==> config.mk <==
export PLATFORM = sky130hd
export DESIGN_NAME = websocket_frame_parser
export DESIGN_NICKNAME = d
export VERILOG_FILES = /design/src/rtl/wsfp_pkg.sv /design/src/rtl/websocket_frame_parser.sv /design/src/rtl/wsfp_in_reg.sv /design/src/rtl/wsfp_parser.sv /design/src/rtl/wsfp_out_reg.sv
export SDC_FILE = /design/constraint.sdc
export NUM_CORES = 1
export LEC_CHECK = 0
export BUFFER_PORTS_ARGS = -buffer_cell sky130_fd_sc_hd__buf_4
export CAP_MARGIN = 20
export CORE_MARGIN = 2
export CORE_UTILIZATION = 30
export DETAILED_ROUTE_END_ITERATION = 8
export GPL_ROUTABILITY_DRIVEN = 0
export PLACE_DENSITY = 0.55
export SLEW_MARGIN = 20
export SYNTH_ARGS = -nofsm -noshare
export SYNTH_HDL_FRONTEND = slang
export SYNTH_SLANG_ARGS = --single-unit
==> constraint.sdc <==
create_clock -name i_clk -period 5.45 [get_ports i_clk]
set_input_delay 0 -clock i_clk [delete_from_list [all_inputs] [get_ports i_clk]]
set_output_delay 0 -clock i_clk [all_outputs]
set_load 0.05 [all_outputs]
==> src/rtl/wsfp_pkg.sv <==
// ----------------------------------------------------------------------------
// wsfp_pkg
// Shared types and codes of the WebSocket frame parser.
// ----------------------------------------------------------------------------
package wsfp_pkg;

    localparam int BYTE_W  = 8;
    localparam int LEN_W   = 64;
    localparam int KIND_W  = 2;
    localparam int EVENT_W = 3;
    localparam int OPC_W   = 4;
    localparam int EXT_W   = 3;

    // Parser phase within one frame
    typedef enum logic [2:0] {
        PH_HDR1    = 3'd0,
        PH_HDR2    = 3'd1,
        PH_EXT16   = 3'd2,
        PH_EXT64   = 3'd3,
        PH_PAYLOAD = 3'd4
    } t_phase;

    // Frame class, judged at frame start
    typedef enum logic [2:0] {
        CLS_FRAG   = 3'd0,
        CLS_SINGLE = 3'd1,
        CLS_PING   = 3'd2,
        CLS_CLOSE  = 3'd3,
        CLS_PONG   = 3'd4,
        CLS_ERROR  = 3'd5
    } t_class;

    // Opcodes
    localparam logic [OPC_W-1:0] OPC_CONT   = 4'h0;
    localparam logic [OPC_W-1:0] OPC_TEXT   = 4'h1;
    localparam logic [OPC_W-1:0] OPC_BINARY = 4'h2;
    localparam logic [OPC_W-1:0] OPC_CLOSE  = 4'h8;
    localparam logic [OPC_W-1:0] OPC_PING   = 4'h9;
    localparam logic [OPC_W-1:0] OPC_PONG   = 4'hA;

    // Message kinds
    localparam logic [KIND_W-1:0] KIND_FRAG   = 2'd0;
    localparam logic [KIND_W-1:0] KIND_SINGLE = 2'd1;
    localparam logic [KIND_W-1:0] KIND_PING   = 2'd2;
    localparam logic [KIND_W-1:0] KIND_CLOSE  = 2'd3;

    // Frame events
    localparam logic [EVENT_W-1:0] EV_NONE  = 3'd0;
    localparam logic [EVENT_W-1:0] EV_READY = 3'd1;
    localparam logic [EVENT_W-1:0] EV_PING  = 3'd2;
    localparam logic [EVENT_W-1:0] EV_CLOSE = 3'd3;
    localparam logic [EVENT_W-1:0] EV_ERROR = 3'd4;

    // Length byte fields
    localparam logic [6:0] LEN_CODE_EXT16 = 7'd126;

    // Number of extension bytes, modulo eight
    localparam logic [EXT_W-1:0] EXT16_BYTES = 3'd2;
    localparam logic [EXT_W-1:0] EXT64_BYTES = 3'd0;

    // One result word
    typedef struct packed {
        logic [BYTE_W-1:0]  out_byte;
        logic               has_byte;
        logic [KIND_W-1:0]  msg_kind;
        logic [EVENT_W-1:0] frame_event;
        logic               restart_flag;
    } t_result;

endpackage

==> src/rtl/websocket_frame_parser.sv <==
// ----------------------------------------------------------------------------
// websocket_frame_parser
// Parses unmasked server-to-client WebSocket frames, one byte per word, and
// streams tagged payload bytes and frame-end events.
// ----------------------------------------------------------------------------
// Channel   Dir  Word                 Fields (low bit first)
// s_axis    in   one received byte    tdata[7:0] rx_byte
// m_axis    out  zero or one result   tdata[7:0] out_byte;
//                                     tuser has_byte, msg_kind, frame_event,
//                                     restart_flag
//
// One byte is accepted per cycle unless a stall on m_axis holds the flow; the
// frame state update fits between the input register and the result register.
// A result passes through the input register and the result register before it
// is on m_axis; bytes that give no result leave nothing.
// Reset clears the frame state and the halt; no clearing pass is needed.
// A stall on m_axis fills the result register and then the input register
// before s_axis_tready falls; no word is lost or repeated.
// ----------------------------------------------------------------------------
module websocket_frame_parser (
    input  logic       i_clk,
    input  logic       i_rst_n,
    input  logic       s_axis_tvalid,
    output logic       s_axis_tready,
    input  logic [7:0] s_axis_tdata,   // [7:0] rx_byte
    output logic       m_axis_tvalid,
    input  logic       m_axis_tready,
    output logic [7:0] m_axis_tdata,   // [7:0] out_byte
    output logic [6:0] m_axis_tuser    // [0] has_byte, [2:1] msg_kind,
                                       // [5:3] frame_event, [6] restart_flag
);

    logic                        w_in_valid;
    logic [wsfp_pkg::BYTE_W-1:0] w_in_byte;
    logic                        w_take;
    logic                        w_out_ready;
    logic                        w_res_valid;
    wsfp_pkg::t_result           w_res;
    wsfp_pkg::t_result           w_out_res;

    // Input register
    wsfp_in_reg u_in_reg (
        .i_clk   (i_clk),
        .i_rst_n (i_rst_n),
        .i_valid (s_axis_tvalid),
        .o_ready (s_axis_tready),
        .i_data  (s_axis_tdata),
        .o_valid (w_in_valid),
        .o_data  (w_in_byte),
        .i_take  (w_take)
    );

    // Frame parser
    wsfp_parser u_parser (
        .i_clk       (i_clk),
        .i_rst_n     (i_rst_n),
        .i_valid     (w_in_valid),
        .i_byte      (w_in_byte),
        .i_out_ready (w_out_ready),
        .o_take      (w_take),
        .o_res_valid (w_res_valid),
        .o_res       (w_res)
    );

    // Result register
    wsfp_out_reg u_out_reg (
        .i_clk   (i_clk),
        .i_rst_n (i_rst_n),
        .i_valid (w_res_valid),
        .i_res   (w_res),
        .o_ready (w_out_ready),
        .o_valid (m_axis_tvalid),
        .o_res   (w_out_res),
        .i_ready (m_axis_tready)
    );

    // Pack the result word
    assign m_axis_tdata = w_out_res.out_byte;
    assign m_axis_tuser = {w_out_res.restart_flag, w_out_res.frame_event,
                           w_out_res.msg_kind, w_out_res.has_byte};

endmodule

==> src/rtl/wsfp_in_reg.sv <==
// ----------------------------------------------------------------------------
// wsfp_in_reg
// Input register: holds one received byte until the parser takes it.
// ----------------------------------------------------------------------------
module wsfp_in_reg (
    input  logic                        i_clk,
    input  logic                        i_rst_n,
    input  logic                        i_valid,
    output logic                        o_ready,
    input  logic [wsfp_pkg::BYTE_W-1:0] i_data,
    output logic                        o_valid,
    output logic [wsfp_pkg::BYTE_W-1:0] o_data,
    input  logic                        i_take
);

    logic                        r_valid;
    logic [wsfp_pkg::BYTE_W-1:0] r_data;

    // Accept when empty or when the held word leaves this cycle
    assign o_ready = !r_valid || i_take;
    assign o_valid = r_valid;
    assign o_data  = r_data;

    // Track occupancy
    always_ff @(posedge i_clk) begin
        if (!i_rst_n) begin
            r_valid <= 1'b0;
        end else if (o_ready) begin
            r_valid <= i_valid;
        end
    end

    // Load the byte
    always_ff @(posedge i_clk) begin
        if (o_ready && i_valid) begin
            r_data <= i_data;
        end
    end

endmodule

==> src/rtl/wsfp_parser.sv <==
// ----------------------------------------------------------------------------
// wsfp_parser
// Frame state machine: updates the header and length state for each byte
// and forms at most one result word.
// ----------------------------------------------------------------------------
module wsfp_parser (
    input  logic                        i_clk,
    input  logic                        i_rst_n,
    input  logic                        i_valid,
    input  logic [wsfp_pkg::BYTE_W-1:0] i_byte,
    input  logic                        i_out_ready,
    output logic                        o_take,
    output logic                        o_res_valid,
    output wsfp_pkg::t_result           o_res
);

    wsfp_pkg::t_phase             r_phase, n_phase;
    logic [wsfp_pkg::EXT_W-1:0]   r_ext_count, n_ext_count;
    logic                         r_fin, n_fin;
    logic [wsfp_pkg::OPC_W-1:0]   r_opcode, n_opcode;
    logic [wsfp_pkg::LEN_W-1:0]   r_remaining, n_remaining;
    logic                         r_frag_open, n_frag_open;
    logic                         r_halted, n_halted;

    wsfp_pkg::t_class             w_cls;
    logic [wsfp_pkg::EVENT_W-1:0] w_end_event;
    logic [wsfp_pkg::KIND_W-1:0]  w_kind;
    logic [wsfp_pkg::EXT_W-1:0]   w_ext_inc;
    logic [wsfp_pkg::LEN_W-1:0]   w_len;
    logic [wsfp_pkg::LEN_W-1:0]   w_rem_dec;
    logic [6:0]                   w_code;
    logic                         w_mask;
    logic                         w_hdr_done;
    logic                         w_frame_end;
    logic                         w_start_unfin;
    logic                         w_clear_frag;

    // Classify the current frame
    function automatic wsfp_pkg::t_class f_class(
        input logic [wsfp_pkg::OPC_W-1:0] opcode,
        input logic                       fin,
        input logic                       frag_open
    );
        wsfp_pkg::t_class cls;
        case (opcode)
            wsfp_pkg::OPC_CONT:   cls = frag_open ? wsfp_pkg::CLS_FRAG : wsfp_pkg::CLS_ERROR;
            wsfp_pkg::OPC_TEXT,
            wsfp_pkg::OPC_BINARY: cls = fin ? wsfp_pkg::CLS_SINGLE : wsfp_pkg::CLS_FRAG;
            wsfp_pkg::OPC_CLOSE:  cls = wsfp_pkg::CLS_CLOSE;
            wsfp_pkg::OPC_PING:   cls = wsfp_pkg::CLS_PING;
            wsfp_pkg::OPC_PONG:   cls = wsfp_pkg::CLS_PONG;
            default:              cls = wsfp_pkg::CLS_ERROR;
        endcase
        return cls;
    endfunction

    // Event given when a frame of this class ends
    function automatic logic [wsfp_pkg::EVENT_W-1:0] f_end_event(
        input wsfp_pkg::t_class           cls,
        input logic [wsfp_pkg::OPC_W-1:0] opcode,
        input logic                       fin
    );
        logic [wsfp_pkg::EVENT_W-1:0] ev;
        case (cls)
            wsfp_pkg::CLS_FRAG:   ev = (opcode == wsfp_pkg::OPC_CONT && fin) ?
                                       wsfp_pkg::EV_READY : wsfp_pkg::EV_NONE;
            wsfp_pkg::CLS_SINGLE: ev = wsfp_pkg::EV_READY;
            wsfp_pkg::CLS_PING:   ev = wsfp_pkg::EV_PING;
            wsfp_pkg::CLS_CLOSE:  ev = wsfp_pkg::EV_CLOSE;
            wsfp_pkg::CLS_PONG:   ev = wsfp_pkg::EV_NONE;
            default:              ev = wsfp_pkg::EV_ERROR;
        endcase
        return ev;
    endfunction

    // Message kind carried by results of this class
    function automatic logic [wsfp_pkg::KIND_W-1:0] f_kind(input wsfp_pkg::t_class cls);
        logic [wsfp_pkg::KIND_W-1:0] kind;
        case (cls)
            wsfp_pkg::CLS_SINGLE: kind = wsfp_pkg::KIND_SINGLE;
            wsfp_pkg::CLS_PING:   kind = wsfp_pkg::KIND_PING;
            wsfp_pkg::CLS_CLOSE:  kind = wsfp_pkg::KIND_CLOSE;
            default:              kind = wsfp_pkg::KIND_FRAG;
        endcase
        return kind;
    endfunction

    // Take a byte whenever the result register can hold its result
    assign o_take = i_valid && i_out_ready;

    // Decode helpers shared by both blocks below
    assign w_cls         = f_class(r_opcode, r_fin, r_frag_open);
    assign w_end_event   = f_end_event(w_cls, r_opcode, r_fin);
    assign w_kind        = f_kind(w_cls);
    assign w_code        = i_byte[6:0];
    assign w_mask        = i_byte[7];
    assign w_ext_inc     = r_ext_count + 3'd1;
    assign w_len         = (r_phase == wsfp_pkg::PH_HDR2) ? {57'd0, w_code}
                                                          : {r_remaining[55:0], i_byte};
    assign w_rem_dec     = (r_remaining != '0) ? r_remaining - 64'd1 : r_remaining;
    assign w_start_unfin = (r_opcode == wsfp_pkg::OPC_TEXT || r_opcode == wsfp_pkg::OPC_BINARY)
                           && !r_fin;
    assign w_clear_frag  = (w_cls == wsfp_pkg::CLS_FRAG) && (r_opcode == wsfp_pkg::OPC_CONT)
                           && r_fin;
    assign w_hdr_done    = !r_halted &&
        ((r_phase == wsfp_pkg::PH_HDR2 && !w_mask && w_code < wsfp_pkg::LEN_CODE_EXT16) ||
         (r_phase == wsfp_pkg::PH_EXT16 && w_ext_inc == wsfp_pkg::EXT16_BYTES) ||
         (r_phase == wsfp_pkg::PH_EXT64 && w_ext_inc == wsfp_pkg::EXT64_BYTES));
    assign w_frame_end   = w_hdr_done ? (w_len == '0) :
        (!r_halted && r_phase == wsfp_pkg::PH_PAYLOAD && w_rem_dec == '0);

    // Next state
    always_comb begin
        n_phase     = r_phase;
        n_ext_count = r_ext_count;
        n_fin       = r_fin;
        n_opcode    = r_opcode;
        n_remaining = r_remaining;
        n_frag_open = r_frag_open;
        n_halted    = r_halted;
        if (o_take && !r_halted) begin
            case (r_phase)
                wsfp_pkg::PH_HDR1: begin
                    n_fin    = i_byte[7];
                    n_opcode = i_byte[3:0];
                    n_phase  = wsfp_pkg::PH_HDR2;
                end
                wsfp_pkg::PH_HDR2: begin
                    if (w_mask) begin
                        n_halted = 1'b1;
                        n_phase  = wsfp_pkg::PH_HDR1;
                    end else begin
                        // Start an extended length from zero
                        n_remaining = w_hdr_done ? w_len : '0;
                        n_ext_count = '0;
                        if (w_code == wsfp_pkg::LEN_CODE_EXT16) begin
                            n_phase = wsfp_pkg::PH_EXT16;
                        end else if (!w_hdr_done) begin
                            n_phase = wsfp_pkg::PH_EXT64;
                        end
                    end
                end
                wsfp_pkg::PH_EXT16, wsfp_pkg::PH_EXT64: begin
                    n_remaining = w_len;
                    n_ext_count = w_hdr_done ? '0 : w_ext_inc;
                end
                wsfp_pkg::PH_PAYLOAD: begin
                    n_remaining = w_rem_dec;
                end
                default: begin
                    n_phase = wsfp_pkg::PH_HDR1;
                end
            endcase
            // Header complete: open a fragment, enter payload
            if (w_hdr_done) begin
                if (w_start_unfin) begin
                    n_frag_open = 1'b1;
                end
                n_phase = wsfp_pkg::PH_PAYLOAD;
            end
            // Frame end: back to header, close a finished fragment
            if (w_frame_end) begin
                n_phase = wsfp_pkg::PH_HDR1;
                if (w_clear_frag) begin
                    n_frag_open = 1'b0;
                end
            end
        end
    end

    // Result word
    always_comb begin
        o_res = '0;
        if (r_halted) begin
            o_res.frame_event = wsfp_pkg::EV_ERROR;
        end else if (r_phase == wsfp_pkg::PH_HDR2 && w_mask) begin
            o_res.frame_event = wsfp_pkg::EV_ERROR;
        end else if (w_hdr_done) begin
            o_res.msg_kind     = w_kind;
            o_res.frame_event  = w_frame_end ? w_end_event : wsfp_pkg::EV_NONE;
            o_res.restart_flag = w_start_unfin && r_frag_open;
        end else if (r_phase == wsfp_pkg::PH_PAYLOAD) begin
            o_res.has_byte    = (w_cls <= wsfp_pkg::CLS_CLOSE);
            o_res.out_byte    = o_res.has_byte ? i_byte : '0;
            o_res.msg_kind    = w_kind;
            o_res.frame_event = w_frame_end ? w_end_event : wsfp_pkg::EV_NONE;
        end
        o_res_valid = o_take && (o_res.has_byte || o_res.restart_flag ||
                                 o_res.frame_event != wsfp_pkg::EV_NONE);
    end

    // State registers
    always_ff @(posedge i_clk) begin
        if (!i_rst_n) begin
            r_phase     <= wsfp_pkg::PH_HDR1;
            r_ext_count <= '0;
            r_fin       <= 1'b0;
            r_opcode    <= '0;
            r_remaining <= '0;
            r_frag_open <= 1'b0;
            r_halted    <= 1'b0;
        end else begin
            r_phase     <= n_phase;
            r_ext_count <= n_ext_count;
            r_fin       <= n_fin;
            r_opcode    <= n_opcode;
            r_remaining <= n_remaining;
            r_frag_open <= n_frag_open;
            r_halted    <= n_halted;
        end
    end

    // Halt is sticky until reset
    a_halt_sticky: assert property (@(posedge i_clk) disable iff (!i_rst_n)
        r_halted |=> r_halted)
        else $error("halt cleared without reset");

    // Payload phase always has bytes left
    a_payload_len: assert property (@(posedge i_clk) disable iff (!i_rst_n)
        r_phase == wsfp_pkg::PH_PAYLOAD |-> r_remaining != '0)
        else $error("payload phase with zero length");

    // Payload bytes come only from the payload phase of a live parser
    a_byte_phase: assert property (@(posedge i_clk) disable iff (!i_rst_n)
        (o_res_valid && o_res.has_byte) |-> (r_phase == wsfp_pkg::PH_PAYLOAD && !r_halted))
        else $error("payload byte outside payload phase");

    // Restart marks a header end only, with no event
    a_restart_hdr: assert property (@(posedge i_clk) disable iff (!i_rst_n)
        (o_res_valid && o_res.restart_flag) |->
            (!o_res.has_byte && o_res.frame_event == wsfp_pkg::EV_NONE && n_frag_open))
        else $error("restart flag on a non-header result");

endmodule

==> src/rtl/wsfp_out_reg.sv <==
// ----------------------------------------------------------------------------
// wsfp_out_reg
// Result register: holds one result word until the sink takes it.
// ----------------------------------------------------------------------------
module wsfp_out_reg (
    input  logic              i_clk,
    input  logic              i_rst_n,
    input  logic              i_valid,
    input  wsfp_pkg::t_result i_res,
    output logic              o_ready,
    output logic              o_valid,
    output wsfp_pkg::t_result o_res,
    input  logic              i_ready
);

    logic              r_valid;
    wsfp_pkg::t_result r_res;

    // Accept when empty or when the held word leaves this cycle
    assign o_ready = !r_valid || i_ready;
    assign o_valid = r_valid;
    assign o_res   = r_res;

    // Track occupancy
    always_ff @(posedge i_clk) begin
        if (!i_rst_n) begin
            r_valid <= 1'b0;
        end else if (o_ready) begin
            r_valid <= i_valid;
        end
    end

    // Load the result
    always_ff @(posedge i_clk) begin
        if (o_ready && i_valid) begin
            r_res <= i_res;
        end
    end

endmodule

==> metrics.md <==
| Metric | Value |
|---|---|
| Status | `finished clean` |
| Synth Area per Inst | `7.66 um2` |
| Clk sinks | `102` |
| Final net count | `948` |
| Post-CTS Resized | `0` |
| Chip Width | `159 um` |
| Worst Clk Skew | `13.1 ps` |
| Final ANT Viol Nets | `0` |
| Total Wirelength | `24900 um` |
| Clock root cell | `clkbuf_16` |
| CP Data Arrival Time | `5100 ps` |
| CTS buffer count | `9` |
| Worst Path Max Fanout | `17` |
| RSZ-0062 raised after global routing | `no` |
| Post-synth EDFFs | `23` |
| Die height | `159 um` |
| Worst setup margin | `421 ps` |
| Max_cap viols | `0` |
| Max_slew headroom | `36.4%` |
| WL/cell | `19.8 um` |
| DR iter-0 viols | `872` |
| Full die area | `25100 um2` |
| Synth area leaders | `dfxtp_1 (22%), edfxtp_1 (9.6%), o21ai_0 (5.2%)` |
| Worst-path cell chain | `nor4_1, nand3_1, or4_1, nor2_4, or3_1, xnor2_1, or4_1, a2111oi_4, a21oi_2, o31a_1, nor2_1, buf_4` |
| Starting Density | `30.5%` |
| Initial antenna violation count | `0` |
| Wire length on met3 | `1860 um` |
| Final Hold Fails | `0` |
| # rows | `56` |
| Synth top cells by count | `nand2_1 (88), dfxtp_1 (79), clkbuf_1 (78)` |
| Total I/O pin count | `29` |
| Top routing layer in use | `met4` |
| Final period utilization | `92.3%` |
| Final Max Slew Viols | `0` |
| CORE AREA | `23500 um2` |
| Met1 WL | `11300 um` |
| DRC viols | `0` |
| Pwr dens | `296 nW/um2` |
| Worst Setup Start Kind | `register` |
| Vias in the first global route | `6687` |
| Netlist cell types | `74` |
| Ys async rst share | `0%` |
| Post-synthesis register bit count | `102` |
| Cell taking the most area after synthesis | `dfxtp_1` |
| Cell Area, Synth | `7170 um2` |
| Skew-Pair Late Insertion Delay | `370 ps` |
| CTS tree | `done` |
| Synthesized Nets | `953` |
| Post-DR vias/cell | `5.91` |
| Post-CTS setup buffers | `0` |
| Count of port buffers added during placement | `28` |
| DR pass1 iterations | `7` |
| Grt total ovfl | `0` |
| Leak | `3.19 nW` |
| Layout area overhead | `13.4%` |
| CP bufs+invs | `1` |
| First-pass GRT wire length | `39300 um` |
| Top cell by count, worst path | `or4_1` |
| Worst path max stage delay | `780 ps` |
| CP Data Required Time | `5520 ps` |
| Synth top area share | `22.1%` |
| Sequential-to-total area share from yosys stat | `31.7%` |
| Wire length on met2 | `11200 um` |
| Max rail drop VDD | `0.119 mV` |
| CP Class | `register to register` |
| Tmin final | `5030 ps` |
| Most common cell in the netlist | `nand2_1` |
| Syn Inst Count | `936` |
| CP max stage cell | `nor4_1` |
| Setup tns final | `0 ps` |
| Filler Cell Count | `2467` |
| Htree depth | `3` |
| Tightest Pin Transition | `952 ps` |
| Largest net degree at the start of global routing | `83` |
| # diodes | `0` |
| CTS clk-pin slew, worst paths | `80 ps` |
| CP top delay family | `simple AND/OR/NAND/NOR gates` |
| Crit end category | `register` |
| Tot GR Track Use | `20.2%` |
| Max Fclk | `199 MHz` |
| Fraction of layout cells with a size suffix above 1 | `11.2%` |
| Post-CTS Hold Buffers | `10` |
| Max clock buf depth | `2` |
| Min-delay worst type | `input port to register` |
| Setup violators final | `0` |
| Via count | `7422` |
| Dpl hpwl | `17200 um` |
| Pre-CTS setup slack | `544 ps` |
| Synth warn | `0` |
| Ys flop type | `dfxtp_1` |
==> sequential cells by signal (all words and copies together) (netlist names), 3 cells and up <==
signal,flops
u_parser.r_ext_count,3
u_in_reg.o_data,8
u_parser.r_opcode,4
u_parser.r_phase,3
u_out_reg.o_res,15
u_parser.r_remaining,64
==> cell usage in the layout, fill, tap and decap left out, drive strengths merged, types with 6 or more instances in the layout <==
master        n
nand2b       11
nor2b        25
nand3        26
and2         33
a22oi        14
o211ai        8
o211a        15
inv          16
dfxtp        79
buf          64
nor2         69
clkbuf        9
xor2         16
a21oi        51
edfxtp       23
o31ai         8
nor3         43
or4          26
a221oi       14
dlygate4sd3  10
o21ai        78
mux2i         7
a211oi        7
xnor2        14
or3          17
a31oi         9
nor4         43
and3          6
nand4        17
nor4b         6
nor3b        14
nand2        88
==> where the power goes <==
group	internal (mW)	switching (mW)	leakage, nW	total (mW)
clock	0.329	0.347	0.150	0.676
sequential	0.789	0.0357	0.849	0.825
combinational	0.321	0.586	2.20	0.907
total	1.44	0.968	3.19	2.41
==> through the flow <==
stage               area (um2)  total power [mW]  std cells  utilization (%)  hold slack, ps
finish                    8130              2.41       1255             34.6             189
detailed placement        7720              1.72       1229             32.9             179
floorplan                 7170              1.45        936                -            98.9
CTS                       8130              2.40       1255             34.6             202
global route              8130              2.53       1255             34.6             255
global placement          7720              1.72       1229             32.9             179
==> worst paths after layout <==
kind | startpoint | end | slack (ps) | depth (start not counted)
worst max register to register | u_parser.r_remaining[44] | u_out_reg.o_res[0] | 420 | 12
worst max-delay path | u_parser.r_remaining[44] | u_out_reg.o_res[0] | 420 | 12
worst min register to register | u_in_reg.o_valid | u_out_reg.o_valid | 490 | 2
worst min-delay path | i_rst_n | u_out_reg.o_valid | 190 | 3
==> routing by layer <==
metal / up-vias / track usage, %
li1: 3487 / -
met1: 3571 / 28.9
met2: 319 / 30.2
met3: 45 / 3.97
met4: 0 / 6.44
met5: - / 0
==> logic make-up (layout without fill, tap and decap cells) <==
| kind of cell | count (synthesis) | count (layout) | share of synthesized area, % |
|---|---|---|---|
| flip-flops | 102 | 102 | 31.7 |
| adder cells (fa/ha/maj) | 5 | 5 | 0.873 |
| buffers and inverters | 102 | 102 | 5.62 |
| XOR/XNOR | 30 | 30 | 3.67 |
| multiplexers | 9 | 9 | 1.29 |
| AO/OA/AOI/OAI | 247 | 247 | 22.9 |
| AND/OR/NAND/NOR | 441 | 441 | 33.9 |
==> tightest hold or removal path, cell delays in order <==
cell and delay, ps:
buf_4 310, nand2_1 130, o21ai_1 50
==> cell type report <==
class / instances / area, um2 / share of cell area (%)
clock buffers: 9 / 225 / 2.77
clock inverters: 7 / 81.3 / 1.00
inverters: 12 / 45.0 / 0.554
multi-input cells: 732 / 4520 / 55.5
flip-flops and latches: 102 / 2270 / 27.9
well taps: 319 / 399 / 4.91
repair buffers: 74 / 593 / 7.29
No activity file was read; power rests on OpenSTA's default activity.
